`src/rtl/core/krc_pkg.sv`:
```
`default_nettype none

package krc_pkg;

    localparam int DEF_CAPACITY       = 8;
    localparam int DEF_MAX_PAYLOAD    = 4096;
    localparam int DEF_IDENTITY_BYTES = 32;

    // Slot indexes cover the largest supported table; counts match the result field.
    localparam int IDX_W = 6;
    localparam int CNT_W = 7;

    typedef enum logic [2:0] {
        CMD_STORE     = 3'd0,
        CMD_RETRY     = 3'd1,
        CMD_LOOKUP    = 3'd2,
        CMD_ACK       = 3'd3,
        CMD_CLR_SESS  = 3'd4,
        CMD_CLR_ALL   = 3'd5
    } t_cmd;

    typedef enum logic [3:0] {
        ST_STORED    = 4'd0,
        ST_DUPLICATE = 4'd1,
        ST_CONFLICT  = 4'd2,
        ST_INVALID   = 4'd3,
        ST_TOO_LARGE = 4'd4,
        ST_MATCH     = 4'd5,
        ST_NOT_FOUND = 4'd6,
        ST_DONE      = 4'd7,
        ST_FAILED    = 4'd8
    } t_status;

    typedef enum logic [1:0] {
        S_IDLE,
        S_SCAN,
        S_APPLY
    } t_state;

    typedef struct packed {
        logic             active;
        logic             hit;
        logic [IDX_W-1:0] hit_idx;
        logic [63:0]      hit_ident;
        logic [31:0]      hit_handle;
        logic [15:0]      hit_len;
        logic             free_found;
        logic [IDX_W-1:0] free_idx;
        logic             min_seen;
        logic [31:0]      min_seq;
        logic [IDX_W-1:0] min_idx;
        logic [CNT_W-1:0] sess_cnt;
        logic [CNT_W-1:0] valid_cnt;
    } t_carry;

    typedef struct packed {
        logic             wr;
        logic             free_one;
        logic             clr_sess;
        logic             clr_all;
        logic [IDX_W-1:0] idx;
    } t_upd;

endpackage

`default_nettype wire

```
`src/rtl/core/krc_cell.sv`:
```
`default_nettype none

module krc_cell #(
    parameter int CELL_IDX = 0
) (
    input  wire logic            i_clk,
    input  wire logic            i_rst_n,
    input  wire krc_pkg::t_carry i_carry,
    output krc_pkg::t_carry      o_carry,
    input  wire krc_pkg::t_upd   i_upd,
    input  wire logic [63:0]     i_session,
    input  wire logic [63:0]     i_request,
    input  wire logic [63:0]     i_identity,
    input  wire logic [31:0]     i_handle,
    input  wire logic [15:0]     i_len,
    input  wire logic [31:0]     i_seq
);
    import krc_pkg::*;

    localparam logic [IDX_W-1:0] MY_IDX = IDX_W'(CELL_IDX);

    logic        r_valid;
    logic [63:0] r_sess;
    logic [63:0] r_req;
    logic [63:0] r_ident;
    logic [31:0] r_handle;
    logic [15:0] r_len;
    logic [31:0] r_seq;
    t_carry      r_carry;
    t_carry      n_carry;
    logic        w_sess_hit;
    logic        w_match;
    logic        w_free;

    assign w_sess_hit = r_valid && (r_sess == i_session);
    assign w_match    = w_sess_hit && (r_req == i_request);
    assign w_free     = i_upd.clr_all || (i_upd.free_one && (i_upd.idx == MY_IDX))
                        || (i_upd.clr_sess && w_sess_hit);

    always_comb begin
        n_carry = i_carry;
        if (i_carry.active) begin
            if (w_match && !i_carry.hit) begin
                n_carry.hit        = 1'b1;
                n_carry.hit_idx    = MY_IDX;
                n_carry.hit_ident  = r_ident;
                n_carry.hit_handle = r_handle;
                n_carry.hit_len    = r_len;
            end
            if (!r_valid && !i_carry.free_found) begin
                n_carry.free_found = 1'b1;
                n_carry.free_idx   = MY_IDX;
            end
            if (!i_carry.min_seen || (r_seq < i_carry.min_seq)) begin
                n_carry.min_seen = 1'b1;
                n_carry.min_seq  = r_seq;
                n_carry.min_idx  = MY_IDX;
            end
            if (w_sess_hit) begin
                n_carry.sess_cnt = i_carry.sess_cnt + CNT_W'(1);
            end
            if (r_valid) begin
                n_carry.valid_cnt = i_carry.valid_cnt + CNT_W'(1);
            end
        end
    end

    always_ff @(posedge i_clk) begin
        if (!i_rst_n) begin
            r_carry <= '0;
            r_valid <= 1'b0;
            r_seq   <= '0;
        end else begin
            r_carry <= n_carry;
            if (w_free) begin
                r_valid <= 1'b0;
                r_seq   <= '0;
            end else if (i_upd.wr && (i_upd.idx == MY_IDX)) begin
                r_valid <= 1'b1;
                r_seq   <= i_seq;
            end
        end
    end

    always_ff @(posedge i_clk) begin
        if (i_upd.wr && (i_upd.idx == MY_IDX) && !w_free) begin
            r_sess   <= i_session;
            r_req    <= i_request;
            r_ident  <= i_identity;
            r_handle <= i_handle;
            r_len    <= i_len;
        end
    end

    assign o_carry = r_carry;

endmodule

`default_nettype wire

```
`config.mk`:
```
export PLATFORM = sky130hd
export DESIGN_NAME = krc_cell
export DESIGN_NICKNAME = d
export VERILOG_FILES = /design/src/rtl/core/krc_pkg.sv /design/src/rtl/core/krc_cell.sv
export SDC_FILE = /design/constraint.sdc
export NUM_CORES = 1
export LEC_CHECK = 0
export BUFFER_PORTS_ARGS = -buffer_cell sky130_fd_sc_hd__buf_2
export CORE_AREA = 2 2 249 251
export CTS_CLUSTER_DIAMETER = 50
export DETAILED_ROUTE_END_ITERATION = 10
export DIE_AREA = 0 0 251 253
export SLEW_MARGIN = 20
export SYNTH_ARGS = -nofsm -noshare
export SYNTH_HDL_FRONTEND = slang
export SYNTH_SLANG_ARGS = --single-unit
```
`constraint.sdc`:
```
create_clock -name i_clk -period 41.4 [get_ports i_clk]
set_input_delay 8.28 -clock i_clk [delete_from_list [all_inputs] [get_ports i_clk]]
set_output_delay 8.28 -clock i_clk [all_outputs]
set_load 0.05 [all_outputs]
```
# After elaboration in Yosys (flattened, before gate mapping)

Cells that the tools add are included.

Mux-type cells: 6
Reduce and logical (&&, ||, !) cells: 18
Order comparisons: 1
Add/sub/neg operators: 2
Bitwise gates (word level): 1
Equal/unequal tests: 2

Operator list:

| kind                                                           | count |
|---|---|
| 179-bit two-way mux                                            | 1 |
| 64-bit == test                                                 | 2 |
| 119-bit two-way mux                                            | 1 |
| 39-bit two-way mux                                             | 1 |
| 32-bit less-than comparator                                    | 1 |
| 7-bit two-way mux                                              | 3 |
| 7-bit by 1-bit adder with 7-bit output (second input constant) | 2 |
| 1-bit logical AND                                              | 8 |
| 6-bit logical NOT                                              | 1 |
| 1-bit logical NOT                                              | 5 |
| 1-bit logical OR                                               | 3 |
| 2-bit OR reduction                                             | 1 |
| 1-bit NOT                                                      | 1 |

Word-level logic and storage cells: 50
Bits in registers: 453
Output and inout port bits: 180
Input port bits: 464

# Longest topological paths before layout

Word-level depth: 6
Gate-level depth with buffers: 10

# Worst setup path after synthesis

No wires, ideal clock.

Kind: input to register
Start: in i_upd[3] (netlist bit)
End: reg r_handle[0], enable pin
Library setup time: 1135 ps
Setup slack: 14685 ps
Arrival time: 25580 ps
Stages: 5
Cell sequence: or4_1 > nor3_1 > nand2_1 > clkbuf_1 > nor3_1

Word-level cells in the longest chain between the ends: 6

RTL lines:

| element               | line                           | RTL |
|---|---|---|
| start, declared       | krc_cell.sv:10                 | `input wire krc_pkg::t_upd i_upd,` |
| 6-bit logical NOT (*) | krc_cell.sv:37, krc_cell.sv:86 |  |
| 1-bit logical AND     | krc_cell.sv:37                 | `assign w_free = i_upd.clr_all \|\| (i_upd.free_one && (i_upd.idx == MY_IDX))` |
| 1-bit logical OR      | krc_cell.sv:37                 |  |
| 1-bit logical OR      | krc_cell.sv:38                 | `\|\| (i_upd.clr_sess && w_sess_hit);` |
| 1-bit logical NOT     | krc_cell.sv:86                 | `if (i_upd.wr && (i_upd.idx == MY_IDX) && !w_free) begin` |
| 1-bit logical AND (*) | krc_cell.sv:86                 |  |
| end signal, assigned  | krc_cell.sv:90                 | `r_handle <= i_handle;` |
| end, declared         | krc_cell.sv:26                 | `logic [31:0] r_handle;` |

Every way passes the cells marked *; elsewhere a longest branch is shown, timed or not.
A chain may end at the register's enable or synchronous reset.

# Final worst setup path

Start: in i_session[11]
End: reg r_carry (netlist bit o_carry[60])

Word-level cells in the longest chain between the ends: 6

RTL lines:

| element              | line           | RTL |
|---|---|---|
| start, declared      | krc_cell.sv:11 | `input wire logic [63:0] i_session,` |
| 64-bit == test       | krc_cell.sv:35 | `assign w_sess_hit = r_valid && (r_sess == i_session);` |
| 1-bit logical AND    | krc_cell.sv:35 |  |
| 1-bit logical AND    | krc_cell.sv:36 | `assign w_match = w_sess_hit && (r_req == i_request);` |
| 1-bit logical AND    | krc_cell.sv:43 | `if (w_match && !i_carry.hit) begin` |
| 119-bit two-way mux  | krc_cell.sv:43 |  |
| 179-bit two-way mux  | krc_cell.sv:42 | `if (i_carry.active) begin` |
| end signal, assigned | krc_cell.sv:74 | `r_carry <= n_carry;` |
| end, declared        | krc_cell.sv:29 | `t_carry r_carry;` |

Every way passes these cells.

==> run summary <==
status: completed
post-route cell area: 23700 um^2
DRT Pass-1 Iters: 4
Cells after Synth: 1468
clock network fraction of design power: 46.8%
syn avg cell area: 12.1 um^2
DRC: 0
Pleak: 9.80 nW
H-Tree Depth: 2
clk slew on worst S/H paths: 60 ps
Vias/cell: 4.46
CTS Sinks: 453
measured slew at the worst slew-check pin: 1190 ps
row count: 91
Syn. warnings: 0
shortest clock period the worst path allows after layout: 11000 ps
CP bufs+invs: 2
initial antenna violation count: 16
Hold Crit Depth: 2
GRT Total Usage: 15.4%
post-synth top area share: 40.7%
Internal: 0.832 mW
hold endpoint: r_seq[27]
Pwr per Cell Area: 46.3 nW/um^2
number of synthesized flops with an enable pin: 240
Hold WC Path Type: reg2reg
post_cts resized: 0
synthesized cell area: 17700 um^2
ANT nets after route: 0
Initial DRC Count: 752
clock buffer depth: 3
Final #Nets: 2613
Critical Path RT: 41880 ps
CP peak stage delay: 580 ps
non-filler cells, final: 2960
first-pass GRT wire length: 75400 um
RSZ-0062 raised after global routing: no
sw power: 0.265 mW
Place WS: 29760 ps
Max-slew headroom: 20.9%
Net Sw Frac: 24.2%
total negative slack: 0 ps
FF-to-FF path depth: 7
crit path kind: in2reg
Synth area leader: edfxtp_1
HPWL Detailed: 38800 um
Slowest-stage cell, CP: nand3_1
crit path DAT: 11490 ps
port bufs: 643
Skew-Pair Late Insertion Delay: 600 ps
number of setup buffers added after CTS: 0
peak supply drop: 0.0321 mV
RD Place Congestion: 0.888
initial core utilization: 29.0%
fin worst setup slack: 30400 ps
Worst Setup Start Kind: input pin
Setup violations, final: 0
total core area: 61000 um^2
detailed-route via count: 13200
Tot Pwr: 1.10 mW
Worst R2R End: o_carry[60]
Placed Area: 21700 um^2
reg2reg start: r_sess[27]
most common cell in the synthesized netlist: nand2_1
Slew Limit Fails: 0
synth unique cells: 43
critical path endpoint category: flip-flop
cts bufs inserted: 58
Crit Path Max Fanout: 118
Die ar.: 63500 um^2
flop-to-flop setup slack: 37800 ps
vias in the first global route: 13400
layout cells sized above 1: 34.6%
Routed WL: 51600 um
Primary FF master, synth: edfxtp_1
WL/cell: 17.4 um
GRT Residual Overflow: 0
sequential power share: 44.2%
Achievable Freq: 0.0909 GHz
syn_nets: 1965
Comb pwr share: 9.0%
root buf cell: clkbuf_16
synthesis-stage register bit count: 453
Period Utilization, post-route: 26.6%
min-delay src: r_seq[27]
pin count of the biggest net entering global routing: 172
Max Cap Viol: 0
chip width: 251 um
clock skew: 25.3 ps
Seq/Total Area, Yosys: 64.8%
final hold viol count: 0
io pins: 644
synth top area cells: edfxtp_1, dfxtp_1, mux2i_1, nand2_1, xnor2_1
CTS tree: yes
P&R area growth vs syn: 33.9%
Cell Chain, Critical Path: buf_2, xnor2_1, nand4_1, nor3_1, nand3_1, nor4_2, buf_12, mux2i_1
Die H: 253 um
FILL cells: 6028
asr flop ratio synth: 0%
CTS Hold Bufs: 0
critical path's top delay family: simple AND/OR/NAND/NOR gates
Post-synth top cells: nand2_1, edfxtp_1, dfxtp_1, mux2i_1, xnor2_1
placed insts: 2846
[power by group through the flow]
stage	logic [mW]	registers, mW	clock network [mW]
floorplan	0.0245	0.526	0
global placement	0.0981	0.495	0
detailed placement	0.0994	0.495	0
CTS	0.0997	0.485	0.527
global route	0.106	0.486	0.544
finish	0.0986	0.485	0.513
[cells by family (layout without fill, tap and decap cells)]
group	after synthesis	after routing	share of synthesized area, %
other	0	6	0
xor gates and xnor gates	121	121	5.98
buffers and inverters	107	803	2.73
adders and majority gates	33	33	2.33
DFF	453	453	64.8
and+or+nand+nor	526	526	13.2
AOI/OAI and AO/OA	83	83	2.79
muxes	145	145	8.20
[how the worst max path moves through the flow]
stage / start / end / cells after the start
3_3_place_gp: i_session[11] / o_carry[60] / 8
5_1_grt: i_session[3] / o_carry[60] / 8
4_1_cts: i_session[11] / o_carry[60] / 8
2_1_floorplan: i_upd[3] / r_handle[0] / 5
3_5_place_dp: i_session[11] / o_carry[60] / 8
6_report: i_session[11] / o_carry[60] / 8
[tightest hold or removal path: stages, from the launching register on]
cell     delay [ps]
dfxtp_1         320
nand2_1          60
a21oi_1          50
[cell type report]
class / instances / area (um^2) / share of cell area [%]
Antenna cell: 6 / 15.0 / 0.0633
Sequential cell: 453 / 11500 / 48.4
Clock inverter: 31 / 395 / 1.67
Timing Repair Buffer: 653 / 3330 / 14.0
Inverter: 42 / 158 / 0.665
Tap cell: 790 / 988 / 4.17
Multi-Input combinational cell: 908 / 5780 / 24.4
Clock buffer: 77 / 1580 / 6.68
[placed cells by master, fill, tap and decap left out, types with 3 or more instances in the layout]
cell / Yosys / routed
a21o_1: 7 / 7
a21oi_1: 48 / 47
and2_1: 9 / 9
and4_1: 5 / 5
buf_2: 4 / 642
buf_4: 9 / 8
bufinv_16: 0 / 7
clkbuf_1: 48 / 14
clkbuf_16: 0 / 59
clkbuf_8: 0 / 4
clkinv_1: 1 / 3
clkinv_2: 0 / 5
clkinv_4: 0 / 3
clkinvlp_4: 0 / 3
dfxtp_1: 213 / 213
diode_2: 0 / 6
edfxtp_1: 240 / 240
ha_1: 33 / 33
inv_1: 41 / 41
inv_6: 0 / 8
inv_8: 0 / 3
mux2i_1: 145 / 145
nand2_1: 368 / 368
nand2b_1: 29 / 29
nand3_1: 14 / 14
nand4_1: 46 / 46
nor2_1: 18 / 18
nor3_1: 4 / 3
nor3b_1: 13 / 13
nor4_1: 13 / 12
o2111ai_1: 4 / 4
o21ai_0: 8 / 8
o311ai_0: 3 / 3
o41ai_1: 3 / 3
xnor2_1: 117 / 117
xor2_1: 4 / 4
[layer usage]
metal  vias to the layer above  global-route usage [%]  share of wire, %
met5                         -                       0              0.12
met4                        12                    5.97               3.3
met3                       119                    4.39               7.2
met2                       459                    26.3                49
met1                      6235                    18.2                40
li1                       6379                       -                 -
[through the flow]
step	hold WS (ps)	utilization (%)
finish	478	38.9
CTS	480	38.8
global placement	464	35.6
detailed placement	472	35.6
global route	492	38.9
floorplan	450	-
[registers in the layout (all words and copies together), names as in the netlist]
register  cells
o_carry     180
r_ident      64
r_req        64
r_sess       64
r_handle     32
r_seq        32
r_len        16
r_valid       1
Note: power is estimated with default switching activity, not from simulation.
